**config.mk**
```make
export PLATFORM = sky130hd
export DESIGN_NAME = keyed_quantity_table
export DESIGN_NICKNAME = d
export VERILOG_FILES = /design/src/rtl/kqt_pkg.sv /design/src/rtl/keyed_quantity_table.sv /design/src/rtl/kqt_cell.sv /design/src/rtl/kqt_ctrl.sv
export SDC_FILE = /design/constraint.sdc
export NUM_CORES = 1
export LEC_CHECK = 0
export ABC_AREA = 1
export BUFFER_PORTS_ARGS = -buffer_cell sky130_fd_sc_hd__clkbuf_2
export CELL_PAD_IN_SITES_DETAIL_PLACEMENT = 0
export CELL_PAD_IN_SITES_GLOBAL_PLACEMENT = 1
export CORE_ASPECT_RATIO = 0.6
export CORE_MARGIN = 3
export CORE_UTILIZATION = 48
export DETAILED_ROUTE_END_ITERATION = 8
export PLACE_DENSITY = 0.83
export SLEW_MARGIN = 20
export SYNTH_ARGS = -nofsm -noshare
export SYNTH_HDL_FRONTEND = slang
export SYNTH_SLANG_ARGS = --single-unit
```
**constraint.sdc**
```tcl
create_clock -name clk -period 23.8 [get_ports clk]
set_input_delay 5.95 -clock clk [delete_from_list [all_inputs] [get_ports clk]]
set_output_delay 5.95 -clock clk [all_outputs]
set_load 0.02 [all_outputs]
```
**src/rtl/kqt_pkg.sv**
```systemverilog
// Shared types and codes for the keyed quantity table.
`default_nettype none

package kqt_pkg;

    localparam int FIELD_KEY_BITS = 16;
    localparam int FIELD_QTY_BITS = 32;
    localparam int POS_BITS       = 7;

    localparam logic [1:0] MODE_LIST  = 2'd0;
    localparam logic [1:0] MODE_STORE = 2'd1;
    localparam logic [1:0] MODE_OFF   = 2'd2;
    localparam logic [1:0] MODE_NONE  = 2'd3;

    localparam logic [2:0] ST_LISTED   = 3'd0;
    localparam logic [2:0] ST_EMPTY    = 3'd1;
    localparam logic [2:0] ST_NEW      = 3'd2;
    localparam logic [2:0] ST_ADDED    = 3'd3;
    localparam logic [2:0] ST_FULL     = 3'd4;
    localparam logic [2:0] ST_REDUCED  = 3'd5;
    localparam logic [2:0] ST_REMOVED  = 3'd6;
    localparam logic [2:0] ST_NOTFOUND = 3'd7;

    typedef struct packed {
        logic [1:0]                mode;
        logic [FIELD_KEY_BITS-1:0] goods_type;
        logic [FIELD_QTY_BITS-1:0] quantity;
    } req_t;

    typedef struct packed {
        logic [2:0]                status;
        logic [POS_BITS-1:0]       position;
        logic [FIELD_KEY_BITS-1:0] entry_type;
        logic [FIELD_QTY_BITS-1:0] entry_quantity;
        logic                      last;
    } rsp_t;

    // Sequencer status seen by the top level.
    typedef struct packed {
        logic                busy;
        logic [POS_BITS-1:0] count;
    } kqt_stat_t;

endpackage

`default_nettype wire

```
**src/rtl/keyed_quantity_table.sv**
```systemverilog
// Top level of the keyed quantity table: cell ring, sequencer and checks.
//
//   channel | direction | payload | handshake
//   --------+-----------+---------+----------------------------------
//   request | in        | req     | req_valid / req_stall
//   result  | out       | rsp     | rsp_valid / rsp_stall
//
// Every list, store or offstore request turns the ring of DEPTH cells once,
// one cell per cycle unless a result waits on rsp_stall, from the cycle
// after the accepting edge. req_stall stays high for the whole turn, so no
// new request is taken until it ends. Mode 3 is dropped at the accepting
// edge and stalls nothing. Store and offstore give a single result, made
// at the last step; list gives one per valid entry, or one empty result.
// Reset clears the entry count and the handshake state; the cell contents
// are not reset.
`default_nettype none

module keyed_quantity_table import kqt_pkg::*; #(
    parameter int DEPTH    = 16,
    parameter int KEY_BITS = 16,
    parameter int QTY_BITS = 32
) (
    input  wire logic clk,
    input  wire logic rst_n,
    input  wire logic req_valid,
    output logic      req_stall,
    input  wire req_t req,
    output logic      rsp_valid,
    input  wire logic rsp_stall,
    output rsp_t      rsp
);

    localparam int KW = (KEY_BITS < FIELD_KEY_BITS) ? KEY_BITS : FIELD_KEY_BITS;
    localparam int QW = QTY_BITS;

    logic [KW-1:0] key_q [DEPTH];
    logic [QW-1:0] amt_q [DEPTH];
    logic [KW-1:0] tail_key, next_key;
    logic [QW-1:0] tail_amt, next_amt;
    logic          rotate;
    kqt_stat_t     stat;

    kqt_ctrl #(
        .DEPTH (DEPTH),
        .KW    (KW),
        .QW    (QW)
    ) u_ctrl (
        .clk       (clk),
        .rst_n     (rst_n),
        .req_valid (req_valid),
        .req       (req),
        .rsp_stall (rsp_stall),
        .rsp_valid (rsp_valid),
        .rsp       (rsp),
        .stat      (stat),
        .head_key  (key_q[0]),
        .head_amt  (amt_q[0]),
        .next_key  (next_key),
        .next_amt  (next_amt),
        .rotate    (rotate),
        .tail_key  (tail_key),
        .tail_amt  (tail_amt)
    );

    generate
        if (DEPTH > 1)
        begin : g_next
            assign next_key = key_q[1];
            assign next_amt = amt_q[1];
        end
        else
        begin : g_next_one
            assign next_key = key_q[0];
            assign next_amt = amt_q[0];
        end
    endgenerate

    genvar i;
    generate
        for (i = 0; i < DEPTH; i++)
        begin : g_cell
            logic [KW-1:0] key_in;
            logic [QW-1:0] amt_in;
            if (i == DEPTH - 1)
            begin : g_tail
                assign key_in = tail_key;
                assign amt_in = tail_amt;
            end
            else
            begin : g_mid
                assign key_in = key_q[i+1];
                assign amt_in = amt_q[i+1];
            end
            kqt_cell #(
                .KW (KW),
                .QW (QW)
            ) u_cell (
                .clk    (clk),
                .rotate (rotate),
                .key_in (key_in),
                .amt_in (amt_in),
                .key    (key_q[i]),
                .amt    (amt_q[i])
            );
        end
    endgenerate

    assign req_stall = stat.busy;

    a_count_bound: assert property (@(posedge clk) disable iff (!rst_n)
        stat.count <= POS_BITS'(DEPTH))
        else $error("entry count above table depth");

    a_busy_after_accept: assert property (@(posedge clk) disable iff (!rst_n)
        (req_valid && !req_stall && (req.mode != MODE_NONE)) |=> req_stall)
        else $error("request accepted without starting a turn");

    a_single_fill: assert property (@(posedge clk) disable iff (!rst_n)
        (rsp_valid && (rsp.status != ST_LISTED)) |-> (rsp.last && (rsp.position == '0)))
        else $error("single result without last or with a position");

    a_listed_pos: assert property (@(posedge clk) disable iff (!rst_n)
        (rsp_valid && (rsp.status == ST_LISTED)) |->
            ((rsp.position != '0) && (rsp.position <= POS_BITS'(stat.count))))
        else $error("listed position outside the table");

endmodule

`default_nettype wire

```
**src/rtl/kqt_cell.sv**
```systemverilog
// One table cell: a key and a quantity that move to the next cell on each rotate.
`default_nettype none

module kqt_cell #(
    parameter int KW = 16,
    parameter int QW = 32
) (
    input  wire logic          clk,
    input  wire logic          rotate,
    input  wire logic [KW-1:0] key_in,
    input  wire logic [QW-1:0] amt_in,
    output logic      [KW-1:0] key,
    output logic      [QW-1:0] amt
);

    logic [KW-1:0] key_reg;
    logic [QW-1:0] amt_reg;

    always_ff @(posedge clk)
    begin
        if (rotate)
        begin
            key_reg <= key_in;
            amt_reg <= amt_in;
        end
    end

    assign key = key_reg;
    assign amt = amt_reg;

endmodule

`default_nettype wire

```
**src/rtl/kqt_ctrl.sv**
```systemverilog
// Sequencer: steps the cell ring once per list, store or offstore request and edits entries at the head cell.
`default_nettype none

module kqt_ctrl import kqt_pkg::*; #(
    parameter int DEPTH = 16,
    parameter int KW    = 16,
    parameter int QW    = 32
) (
    input  wire logic          clk,
    input  wire logic          rst_n,
    input  wire logic          req_valid,
    input  wire req_t          req,
    input  wire logic          rsp_stall,
    output logic               rsp_valid,
    output rsp_t               rsp,
    output kqt_stat_t          stat,
    input  wire logic [KW-1:0] head_key,
    input  wire logic [QW-1:0] head_amt,
    input  wire logic [KW-1:0] next_key,
    input  wire logic [QW-1:0] next_amt,
    output logic               rotate,
    output logic      [KW-1:0] tail_key,
    output logic      [QW-1:0] tail_amt
);

    localparam int SW = (DEPTH > 1) ? $clog2(DEPTH) : 1;
    localparam int CW = $clog2(DEPTH + 1);
    localparam logic [SW-1:0] STEP_LAST = SW'(DEPTH - 1);

    logic          busy_reg, busy_next;
    logic [SW-1:0] step_reg, step_next;
    logic [CW-1:0] count_reg, count_next;
    logic          hit_reg, hit_next;
    logic          close_reg, close_next;
    logic          grow_reg, grow_next;
    logic          shrink_reg, shrink_next;
    logic [1:0]    mode_reg;
    logic [KW-1:0] key_reg;
    logic [QW-1:0] qty_reg;
    logic [2:0]    res_status_reg;
    logic [QW-1:0] res_qty_reg;
    logic          rsp_valid_reg, rsp_valid_next;
    rsp_t          rsp_reg;

    logic          accept;
    logic          out_free;
    logic          is_list, is_store, is_off;
    logic [CW-1:0] step_w;
    logic          in_range, final_step, match;
    logic [QW:0]   sum;
    logic [QW-1:0] sat, diff;
    logic          take_all;
    logic          ev;
    logic [2:0]    ev_status;
    logic [QW-1:0] ev_qty;
    logic          grow_now, shrink_now, close_now;
    logic          emit, advance;
    rsp_t          rsp_now;
    logic [2:0]    fin_status;
    logic [QW-1:0] fin_qty;

    assign accept   = req_valid && !busy_reg;
    assign out_free = !rsp_valid_reg || !rsp_stall;
    assign is_list  = (mode_reg == MODE_LIST);
    assign is_store = (mode_reg == MODE_STORE);
    assign is_off   = (mode_reg == MODE_OFF);

    // At step s the head cell holds the entry that started at position s.
    assign step_w     = CW'(step_reg);
    assign in_range   = step_w < count_reg;
    assign final_step = (step_reg == STEP_LAST);
    assign match      = !is_list && in_range && (head_key == key_reg) && !hit_reg;

    assign sum      = {1'b0, head_amt} + {1'b0, qty_reg};
    assign sat      = sum[QW] ? {QW{1'b1}} : sum[QW-1:0];
    assign take_all = (qty_reg >= head_amt);
    assign diff     = head_amt - qty_reg;

    always_comb
    begin
        tail_key   = head_key;
        tail_amt   = head_amt;
        ev         = 1'b0;
        ev_status  = ST_ADDED;
        ev_qty     = '0;
        grow_now   = 1'b0;
        shrink_now = 1'b0;
        close_now  = 1'b0;
        // Once an entry is dropped, every later entry enters the tail from one
        // cell further on, which closes the gap after the full turn.
        if (close_reg)
        begin
            tail_key = next_key;
            tail_amt = next_amt;
        end
        if (match && is_store)
        begin
            tail_amt  = sat;
            ev        = 1'b1;
            ev_status = ST_ADDED;
            ev_qty    = sat;
        end
        if (match && is_off)
        begin
            ev = 1'b1;
            if (!take_all)
            begin
                tail_amt  = diff;
                ev_status = ST_REDUCED;
                ev_qty    = diff;
            end
            else
            begin
                tail_key   = next_key;
                tail_amt   = next_amt;
                ev_status  = ST_REMOVED;
                ev_qty     = '0;
                shrink_now = 1'b1;
                close_now  = 1'b1;
            end
        end
        // The first free slot passes the head right after the last valid entry.
        if (is_store && !hit_reg && (step_w == count_reg))
        begin
            tail_key  = key_reg;
            tail_amt  = qty_reg;
            ev        = 1'b1;
            ev_status = ST_NEW;
            ev_qty    = qty_reg;
            grow_now  = 1'b1;
        end
    end

    always_comb
    begin
        if (ev)
        begin
            fin_status = ev_status;
            fin_qty    = ev_qty;
        end
        else if (hit_reg)
        begin
            fin_status = res_status_reg;
            fin_qty    = res_qty_reg;
        end
        else
        begin
            fin_status = is_store ? ST_FULL : ST_NOTFOUND;
            fin_qty    = '0;
        end
    end

    always_comb
    begin
        rsp_now = '0;
        if (is_list)
        begin
            if (in_range)
            begin
                rsp_now.status         = ST_LISTED;
                rsp_now.position       = POS_BITS'(step_reg) + POS_BITS'(1);
                rsp_now.entry_type     = FIELD_KEY_BITS'(head_key);
                rsp_now.entry_quantity = FIELD_QTY_BITS'(head_amt);
                rsp_now.last           = (CW'(step_w + CW'(1)) == count_reg);
            end
            else
            begin
                rsp_now.status = ST_EMPTY;
                rsp_now.last   = 1'b1;
            end
        end
        else
        begin
            rsp_now.status         = fin_status;
            rsp_now.entry_type     = FIELD_KEY_BITS'(key_reg);
            rsp_now.entry_quantity = FIELD_QTY_BITS'(fin_qty);
            rsp_now.last           = 1'b1;
        end
    end

    assign emit    = is_list ? (in_range || (final_step && (count_reg == '0))) : final_step;
    assign advance = busy_reg && (!emit || out_free);
    assign rotate  = advance;

    always_comb
    begin
        busy_next   = busy_reg;
        step_next   = step_reg;
        count_next  = count_reg;
        hit_next    = hit_reg;
        close_next  = close_reg;
        grow_next   = grow_reg;
        shrink_next = shrink_reg;
        if (accept && (req.mode != MODE_NONE))
        begin
            busy_next   = 1'b1;
            step_next   = '0;
            hit_next    = 1'b0;
            close_next  = 1'b0;
            grow_next   = 1'b0;
            shrink_next = 1'b0;
        end
        if (advance)
        begin
            step_next   = SW'(step_reg + SW'(1));
            hit_next    = hit_reg | ev;
            close_next  = close_reg | close_now;
            grow_next   = grow_reg | grow_now;
            shrink_next = shrink_reg | shrink_now;
            if (final_step)
            begin
                busy_next  = 1'b0;
                count_next = CW'(count_reg + CW'(grow_reg | grow_now)
                                 - CW'(shrink_reg | shrink_now));
            end
        end
    end

    always_comb
    begin
        rsp_valid_next = rsp_valid_reg;
        if (advance && emit)
            rsp_valid_next = 1'b1;
        else if (rsp_valid_reg && !rsp_stall)
            rsp_valid_next = 1'b0;
    end

    always_ff @(posedge clk or negedge rst_n)
    begin
        if (!rst_n)
        begin
            busy_reg      <= 1'b0;
            step_reg      <= '0;
            count_reg     <= '0;
            hit_reg       <= 1'b0;
            close_reg     <= 1'b0;
            grow_reg      <= 1'b0;
            shrink_reg    <= 1'b0;
            rsp_valid_reg <= 1'b0;
        end
        else
        begin
            busy_reg      <= busy_next;
            step_reg      <= step_next;
            count_reg     <= count_next;
            hit_reg       <= hit_next;
            close_reg     <= close_next;
            grow_reg      <= grow_next;
            shrink_reg    <= shrink_next;
            rsp_valid_reg <= rsp_valid_next;
        end
    end

    always_ff @(posedge clk)
    begin
        if (accept)
        begin
            mode_reg <= req.mode;
            key_reg  <= req.goods_type[KW-1:0];
            qty_reg  <= req.quantity[QW-1:0];
        end
        if (advance && ev)
        begin
            res_status_reg <= ev_status;
            res_qty_reg    <= ev_qty;
        end
        if (advance && emit)
            rsp_reg <= rsp_now;
    end

    assign rsp_valid  = rsp_valid_reg;
    assign rsp        = rsp_reg;
    assign stat.busy  = busy_reg;
    assign stat.count = POS_BITS'(count_reg);

endmodule

`default_nettype wire
```
Yosys cells after proc, flatten, opt, wreduce, memory -nomap -nowiden
Index checks and enable logic that the tools add are counted.
{ "op_classes": {"n_eq_ne": 7, "n_mux": 46, "bitwise": 6, "n_reduce_logical": 29, "addsub": 7, "magnitude_cmp": 2} }
{ "op_table": {"columns": ["cell", "n"], "rows": [
  ["$mux W32", 12],
  ["$mux W16", 4],
  ["$mux W49", 1],
  ["$mux W48", 1],
  ["$add A32 B32 Y33", 1],
  ["$ge A32 B32 Y1", 1],
  ["$sub A32 B32 Y32", 1],
  ["$mux W1", 19],
  ["$eq A16 B16 Y1", 1],
  ["$mux W3", 5],
  ["$logic_and A1 B1 Y1", 14],
  ["$add A4 B1 Y5 const B", 2],
  ["$mux W4", 2],
  ["$logic_not A1 Y1", 6],
  ["$or A1 B1 Y1", 6],
  ["$add A5 B5 Y5", 1],
  ["$eq A4 B5 Y1", 1],
  ["$eq A5 B5 Y1", 1],
  ["$logic_not A5 Y1", 1],
  ["$lt A4 B5 Y1", 1],
  ["$sub A5 B5 Y5", 1],
  ["$add A4 B1 Y4 const B", 1],
  ["$eq A4 B4 Y1 const B", 1],
  ["$mux W2", 2],
  ["other kinds (7)", 11]
]} }
{ "totals": {"ff_bits": 925, "output_inout_bits": 61, "elab_cells": 147, "inputBits": 54} }

Longest topological paths before layout
Gate-level depths: netlist (run 1).
{ "logic_depth": {"depth_word": 11, "mapped_depth": 26, "depth_no_buf": 25} }

By module
A second synthesis (run 1) with hierarchy kept.
{ "unflattened": {"hier_cells": 2843, "hier_area_um2": 37188.2} }
{ "by_module_without_submodules": {"columns": ["mod", "seq_area_each_um2", "cells_per_inst", "area_each_um2", "n_inst"], "rows": [
  ["kqt_cell", 1441.4, 48, 1441.4, 16],
  ["kqt_ctrl", 4639.4, 2075, 14126.0, 1]
]} }

Worst setup path after synthesis (run 1)
No wires, ideal clock.
{ "synth_timing": {"kind": "input port to flip-flop", "startpoint": "input rsp_stall", "endpoint": "register u_ctrl.rsp_reg (netlist bit u_ctrl.rsp[0]) (enable)", "path_slack_ps": -257, "setup_time_ps": 412, "path_stages": 5, "path_buffers": 0, "required_ps": 23388, "arrival_ps": 23645, "path_cell_list": "nand3_1 nand2_1 inv_1 nand2_1 inv_1"} }
{ "synth_via": {"elab_chain_cells": 5} }
{ "synth_rtl": {"columns": ["element", "line", "rtl"], "rows": [
  ["start, declared", "keyed_quantity_table.sv:29", "input wire logic rsp_stall,"],
  ["$logic_not A1 Y1", "kqt_ctrl.sv:63", "assign out_free = !rsp_valid_reg || !rsp_stall;"],
  ["$logic_or A1 B1 Y1", "kqt_ctrl.sv:63", null],
  ["$logic_or A1 B1 Y1", "kqt_ctrl.sv:182", "assign advance = busy_reg && (!emit || out_free);"],
  ["$logic_and A1 B1 Y1", "kqt_ctrl.sv:182", null],
  ["via g_cell[0].u_cell.rotate", "kqt_cell.sv:9", "input wire logic rotate,"],
  ["$logic_and A1 B1 Y1", "kqt_ctrl.sv:267", "if (advance && emit)"],
  ["end signal, assigned", "kqt_ctrl.sv:268", "rsp_reg <= rsp_now;"],
  ["end, declared", "kqt_ctrl.sv:43", "rsp_t rsp_reg;"]
]} }
The timed path passes the listed nets, and every way through them passes these cells.
A chain may end at the register's enable or synchronous reset.

Worst setup path after layout (run 1)
{ "layout_timing": {"startpoint": "input rsp_stall", "endpoint": "register g_cell[8].u_cell.amt_reg[14] (enable)"} }
{ "layout_via": {"elab_chain_cells": 4} }
{ "layout_rtl": {"columns": ["element", "line", "rtl"], "rows": [
  ["$logic_not A1 Y1", "kqt_ctrl.sv:63", null],
  ["$logic_or A1 B1 Y1", "kqt_ctrl.sv:63", null],
  ["$logic_or A1 B1 Y1", "kqt_ctrl.sv:182", null],
  ["$logic_and A1 B1 Y1", "kqt_ctrl.sv:182", null],
  ["via g_cell[0].u_cell.rotate", "kqt_cell.sv:9", null],
  ["end signal, assigned", "kqt_cell.sv:24", "amt_reg <= amt_in;"],
  ["end, declared", "kqt_cell.sv:17", "logic [QW-1:0] amt_reg;"]
]} }
The timed path passes the listed nets, and every way through them passes these cells.

==> results of run 1 <==
## layer usage
layer / share of wire [%] / wire length (um)
met1: 50 / 43600
met4: 1.6 / 1440
met2: 38 / 33500
met3: 11 / 9500
met5: 0 / 0
## synthesized netlist by cell type, drive strengths merged (15+ instances only)
| master | number | share of area [%] |
|---|---|---|
| a21o | 21 | 0.42 |
| a21oi | 81 | 1.2 |
| buf | 59 | 1.2 |
| clkbuf | 24 | 0.24 |
| dfrtp | 15 | 1.0 |
| edfxtp | 910 | 73 |
| ha | 75 | 2.5 |
| inv | 289 | 2.9 |
| nand2 | 733 | 7.6 |
| nand3 | 156 | 2.3 |
| nand4 | 28 | 0.47 |
| nor2 | 258 | 2.7 |
| nor3 | 19 | 0.26 |
| o21ai | 71 | 0.97 |
| o21bai | 19 | 0.38 |
| o22ai | 19 | 0.32 |
| o31ai | 22 | 0.44 |
| xor2 | 32 | 0.75 |
## how the worst max path moves through the flow
stage,start,endpoint,depth (start not counted)
2_1_floorplan,rsp_stall,g_cell[0].u_cell.amt[0],3
3_3_place_gp,rsp_stall,g_cell[1].u_cell.amt[14],8
3_5_place_dp,rsp_stall,g_cell[3].u_cell.amt[9],8
4_1_cts,rsp_stall,g_cell[3].u_cell.amt[9],8
5_1_grt,rsp_stall,g_cell[6].u_cell.amt[10],8
6_report,rsp_stall,g_cell[8].u_cell.amt[14],8
## power by group through the flow
stage | Clock [mW] | Sequential [mW] | Combinational, mW
floorplan | 0 | 3.39 | 1.06
global placement | 0 | 3.21 | 1.58
detailed placement | 0 | 3.26 | 1.59
CTS | 1.38 | 3.25 | 1.60
global route | 1.44 | 3.31 | 1.80
finish | 1.34 | 3.23 | 1.64
## final cells by class
cell class                 instances  share of cell area, %
antenna                            1                0.00602
clock buffer                      93                   5.03
clock inverter                    56                   1.58
inverter                         291                   2.64
multi-input combinational       1582                   19.1
sequential                       925                   66.6
tap                             1040                   3.13
timing repair buffer             133                   1.85
## worst register-to-register path, stage by stage (launching register included)
cell and delay (ns):
dfrtp_1 0.42, inv_1 0.15, ha_1 0.35, inv_1 0.07
nor2_1 0.16, nand3b_1 0.12, nand3_1 0.21, nand2_1 0.08
nand2_1 0.06, o21ai_0 0.12, nand3_1 0.10, nand2_1 0.29
clkinvlp_4 0.19, buf_4 0.72, buf_6 0.75, buf_12 0.78
buf_4 1.07
## cell families after synthesis
kind of cell / Yosys count / synth area share, %
buffers and inverters: 374 / 4.34
AND/OR/NAND/NOR: 1212 / 13.6
multiplexers: 6 / 0.161
AO/OA/AOI/OAI: 246 / 3.95
other: 1 / 0.0101
XOR/XNOR: 38 / 0.893
adder cells (fa/ha/maj): 78 / 2.68
flip-flops: 925 / 74.3
==> metrics.md, run 1 <==
| Metric | Value |
|---|---|
| Status | finished clean |
| Count of input and output buffers | 112 |
| Req. time, crit path | 24.07 ns |
| Finished Core Util | 54.6% |
| CTS tree | done |
| Largest delay share family, worst path | buffers and inverters |
| Hold endpoint | g_cell[12].u_cell.amt[18] |
| Largest net degree at the start of global routing | 215 |
| CP peak stage delay | 0.89 ns |
| Largest register FFs | 512 |
| Inst Count DP | 3,970 |
| Hold depth | 0 |
| Maximum vdd ir drop | 0.0791 mV |
| Layout cells sized above 1 | 10.9% |
| Pint | 4.08 mW |
| Final period util | 41.1% |
| Grt ovf | 0 |
| Crit start category | input port |
| Synth Register Bits | 925 |
| Skew final | 0.0339 ns |
| Fin cells | 4,121 |
| Flop pwr share | 52.0% |
| Fillers | 6,164 |
| Library cells used by synthesis | 47 |
| Placed Area | 0.0388 mm^2 |
| Setup violators final | 0 |
| FF-to-FF End | g_cell[8].u_cell.amt[14] |
| CTS root buf | clkbuf_16 |
| Max clock buf depth | 3 |
| RSZ-0062 raised after global routing | false |
| Pre-Repair DR Iteration Count | 6 |
| Leading cell type in the layout, fill and taps excluded | edfxtp_1 |
| Post-Route WL | 88,000 um |
| Worst Path Arrival | 10.04 ns |
| Reg area | 0.0277 mm^2 |
| Worst Max-Slew Pin Slew | 1.15 ns |
| Cell area after layout | 0.0416 mm^2 |
| Pwr/cell area | 149 mW/mm^2 |
| Clock Power Share | 21.6% |
| Final setup margin | 14.02 ns |
| Hold path start | g_cell[13].u_cell.amt[18] |
| Post-synth EDFFs | 910 |
| Final Wtd Congestion | 0.980 |
| Total power | 6.21 mW |
| TNS Setup | 0 ns |
| Routed vias/inst | 5.38 |
| R2R setup slack | 17.64 ns |
| Hold Fails Final Rpt | 0 |
| Dpl ws | 13.05 ns |
| Sequential fraction of the synthesis area | 74.3% |
| DIE AREA | 0.0811 mm^2 |
| Grt met1 use | 37.3% |
| Antenna-violating nets left | 0 |
| Cell Area, Synth | 0.0373 mm^2 |
| FP Rows | 78 |
| Post-DR wirelength/cell | 21.4 um |
| Initial DRC Count | 2,958 |
| Post_cts resized | 0 |
| NetSw | 2.13 mW |
| Most frequent cell on the critical path | buf_4 |
| HPWL after detailed placement | 60,300 um |
| Met3 GRT Util | 5.65% |
| Syn-to-layout area delta | 11.6% |
| Met2 Usage GRT | 26.8% |
| Post-CTS Repair Setup Buffers | 0 |
| Die span in y | 222 um |
| Num CTS Buffers | 82 |
| Leak | 16.8 nW |
| CTS H-tree lvls | 3 |
| GRT Overall Usage | 21.8% |
| R2R depth | 16 |
| Worst Hold Class | register to register |
| Multi-input gate area | 0.00796 mm^2 |
| Yosys Warn Count | 0 |
| Switch share | 34.3% |
| Mean Syn Cell Area | 12.9 um^2 |
| Final nets | 3,147 |
| Via count | 22,200 |
| Crit path buf inv count | 6 |
| Clock Sinks | 925 |
| Vias in the first global route | 20,600 |
| First-pass GRT wire length | 130,000 um |
| Tmin final | 9.78 ns |
| Pins over their slew limit | 0 |
| Max Cap Viol | 0 |
| Clock insertion delay at the later pin of the skew report | 0.68 ns |
| FF-to-FF Start | u_ctrl.count_reg[3] |
| Gr busiest metal | met1 |
| Hold Slack | 0.400 ns |
| Setup CP Type | input port to register |
| Commonest non-fill, non-tap cells in the layout | 910 x edfxtp_1, 718 x nand2_1, 264 x inv_1 |
| Worst-path cell chain | clkbuf_2 -> nand3_1 -> nand2_1 -> clkinvlp_4 -> buf_4 -> buf_6 -> buf_12 -> buf_4 |
| Post-Syn Instances | 2,880 |
| Gate power share | 26.4% |
| Total core area | 0.0762 mm^2 |
| Fmax | 102 MHz |
| Main synth FF type | edfxtp_1 |
| Slew Limit Headroom | 22.9% |
| CP endpoint kind | register |
| Async set-or-reset flop fraction in the synthesized netlist | 1.62% |
| Clk pin slew, worst setup/hold paths | 0.07 ns |
| Post-route DRC | 0 |
| Hold buffer count at CTS | 0 |
| Die width | 366 um |
| Critical path peak fanout | 205 |
| Io pins | 115 |
| Slowest CP cell | buf_4 |
| Initial Utilization | 48.9% |
| Initial antenna violation count | 5 |
(Power assumes the default switching activity.)
==> run 2, diff against run 1 <==
- ABC_AREA: 1 -> 0
- clock period: 23.8 -> 8.95 ns (I/O delays scaled with it)
==> run 2 against run 1 <==
  * Utilization up 0.34 points
  * Die area down 5.6%
  * Clock-buffer cell count up 7
==> metrics.md, run 2 <==
| Metric | Value |
|---|---|
| Syn-to-layout area delta | 12.7% |
| Inst Count DP | 3,123 |
| Worst Path Arrival | 5.52 ns |
| Grt ovf | 0 |
| HPWL after detailed placement | 50,300 um |
| Max Cap Viol | 0 |
| Hold buffer count at CTS | 0 |
| CP peak stage delay | 0.63 ns |
| Slowest CP cell | ha_1 |
| Worst-path cell chain | ha_1 -> inv_1 -> nor4_1 -> nand4b_1 -> a21boi_1 -> o21ai_1 -> nand2_1 -> nand2b_1 -> ha_1 -> inv_1 -> ha_1 -> fa_1 -> a21oi_1 -> nor2_1 -> nor2_1 -> xnor2_1 -> nor2_1 -> xor2_1 |
| Pins over their slew limit | 0 |
| Num CTS Buffers | 80 |
| FF-to-FF End | u_ctrl.count_reg[4] |
| Pwr/cell area | 392 mW/mm^2 |
| Post-DR wirelength/cell | 23.5 um |
| R2R depth | 18 |
| R2R setup slack | 3.93 ns |
| CP endpoint kind | register |
| Main synth FF type | edfxtp_1 |
| Mean Syn Cell Area | 16.9 um^2 |
| Clk pin slew, worst setup/hold paths | 0.09 ns |
| FF-to-FF Start | g_cell[0].u_cell.amt[15] |
| Top-count cell post-synth | edfxtp_1 |
| Async set-or-reset flop fraction in the synthesized netlist | 1.62% |
| Fillers | 5,662 |
| Met3 Routed Length | 6720 um |
| Layout cells sized above 1 | 13.4% |
| First-pass GRT wire length | 115,000 um |
| Fmax | 199 MHz |
| Crit start category | register |
| Synth Register Bits | 925 |
| Post-synth EDFFs | 910 |
| Antenna-violating nets left | 0 |
| Initial Utilization | 48.7% |
| Setup violators final | 0 |
| Slew Limit Headroom | 23.6% |
| CTS root buf | clkbuf_16 |
| CP Launch Point | g_cell[0].u_cell.amt[15] |
| Die span in y | 216 um |
| Via count | 18,900 |
| Pre-Repair DR Iteration Count | 7 |
| End of the critical path | u_ctrl.count_reg[4] |
| Cell area after layout | 0.0396 mm^2 |
| Tmin final | 5.02 ns |
| Total core area | 0.0721 mm^2 |
| Crit path buf inv count | 2 |
| Final setup margin | 3.93 ns |
| Die width | 355 um |
| Max clock buf depth | 3 |
| Post-Syn Instances | 2,079 |
| Fin cells | 3,272 |
| Hold Fails Final Rpt | 0 |
| Setup CP Type | register to register |
| Post-CTS Repair Setup Buffers | 0 |
| Post-route DRC | 0 |
| Placed Area | 0.0369 mm^2 |
| Vias in the first global route | 18,100 |
| Largest delay share family, worst path | simple AND/OR/NAND/NOR gates |
| CTS H-tree lvls | 3 |
| Clock Sinks | 925 |
| Leak | 14.4 nW |
| RSZ-0062 raised after global routing | false |
| Top cell type by total area after synthesis | edfxtp_1 |
| Worst Hold Class | register to register |
| Post_cts resized | 0 |
| Io pins | 115 |
| Final nets | 2,363 |
| Req. time, crit path | 9.45 ns |
| TNS Setup | 0 ns |
| Initial DRC Count | 2,341 |
| Top post-synthesis cells by area | edfxtp_1 78%, ha_1 2.7%, nand2_1 1.4%, o21ai_0 1.4%, a21oi_1 1.2% |
| Commonest cells in the netlist | 910 x edfxtp_1, 131 x nand2_1, 96 x o21ai_0 |
| FP Rows | 76 |
| Stages on the worst setup path | 18 |
| Dpl ws | 3.89 ns |
| Clock insertion delay at the later pin of the skew report | 0.65 ns |
| Ant diodes | 0 |
| Skew final | 0.0281 ns |
| Worst Max-Slew Pin Slew | 1.15 ns |
| Uppermost layer routed | met4 |
| Status | finished clean |
| Metal-1 WL | 37,800 um |
| Yosys Warn Count | 0 |
| Largest net degree at the start of global routing | 210 |
| Met2 routed WL | 31,100 um |
| DIE AREA | 0.0765 mm^2 |
| Largest register FFs | 512 |
| GRT Overall Usage | 20.1% |
| Library cells used by synthesis | 96 |
| Routed vias/inst | 5.77 |
| Final period util | 56.1% |
| Maximum vdd ir drop | 0.243 mV |
| Leading cell type in the layout, fill and taps excluded | edfxtp_1 |
| Count of input and output buffers | 112 |
| CTS tree | done |
| Commonest non-fill, non-tap cells in the layout | 910 x edfxtp_1, 130 x nand2_1, 112 x clkbuf_2 |
| Cell Area, Synth | 0.0351 mm^2 |
| Total power | 15.5 mW |
| Yosys top cell area share | 77.8% |
| Sequential fraction of the synthesis area | 78.9% |
| Critical path peak fanout | 13 |
| Initial antenna violation count | 2 |
| Post-Route WL | 77,000 um |
| Final Wtd Congestion | 0.943 |
==> run 2: changes by cell type in the layout (fill, tap and decap cells not counted), sizes merged, moves of 16 or more <==
cell,delta
nand2,-602
inv,-195
nor2,-173
nand3,-112
xnor2,+41
a221o,+39
o21ai,+36
a22oi,+26
nor4,+16
==> run 2: worst register-to-register path: cells and delay by family (launching register included) <==
| family | cells | cell delay [ns] |
|---|---|---|
| AND/OR/NAND/NOR | 7 | 1.55 |
| adder cells (fa/ha/maj) | 4 | 1.54 |
| AO/OA/AOI/OAI | 3 | 0.73 |
| flip-flops | 1 | 0.45 |
| buffers and inverters | 2 | 0.34 |
| XOR/XNOR | 2 | 0.27 |
==> run 2: through the flow <==
step / utilization [%] / hold WS [ns]
floorplan: - / 0.400
global route: 54.9 / 0.407
detailed placement: 51.2 / 0.405
CTS: 54.9 / 0.404
global placement: 51.2 / 0.400
finish: 54.9 / 0.403
==> run 2: layout make-up <==
class                   count  area [um^2]  share of cell area, %
clock buffers             100         2130                   5.38
clock inverters            48          488                   1.23
inverters                  92          349                  0.882
multi-input cells         991         6840                   17.3
flip-flops and latches    925        27700                   70.0
well taps                 975         1220                   3.08
repair buffers            141          847                   2.14
==> run 2: how the worst min path moves through the flow <==
stage,startpoint,endpoint,depth (start not counted)
final,g_cell[7].u_cell.key[6],g_cell[6].u_cell.key[6],0
after floorplan,g_cell[11].u_cell.amt[0],g_cell[10].u_cell.amt[0],0
after global routing,g_cell[7].u_cell.key[6],g_cell[6].u_cell.key[6],0
after CTS,g_cell[11].u_cell.key[10],g_cell[10].u_cell.key[10],0
after detailed placement,g_cell[11].u_cell.key[10],g_cell[10].u_cell.key[10],0
after global placement,g_cell[10].u_cell.amt[31],g_cell[9].u_cell.amt[31],0
==> run 2: cell families (layout without fill, tap and decap cells) <==
kind of cell / after synthesis / in the layout / share of synthesized area, %
flops: 925 / 925 / 78.9
compound gates: 428 / 428 / 8.66
simple gates: 396 / 396 / 5.44
buf+inv: 164 / 381 / 1.91
fa+ha+maj: 78 / 78 / 2.84
xor+xnor: 66 / 66 / 1.65
mux: 21 / 21 / 0.606
other cells: 1 / 2 / 0.0107
==> run 2: power breakdown <==
part / leakage [nW] / switching, mW / internal, mW
Combinational: 3.77 / 2.51 / 1.07
Sequential: 9.32 / 0.818 / 7.67
Clock: 1.28 / 1.54 / 1.92
==> run 2: layer usage <==
layer  track usage [%]  vias up
met1              33.7     9600
met3              4.62      110
met5                 0        -
met2              26.1      764
li1                  -     8398
met4              4.79        0
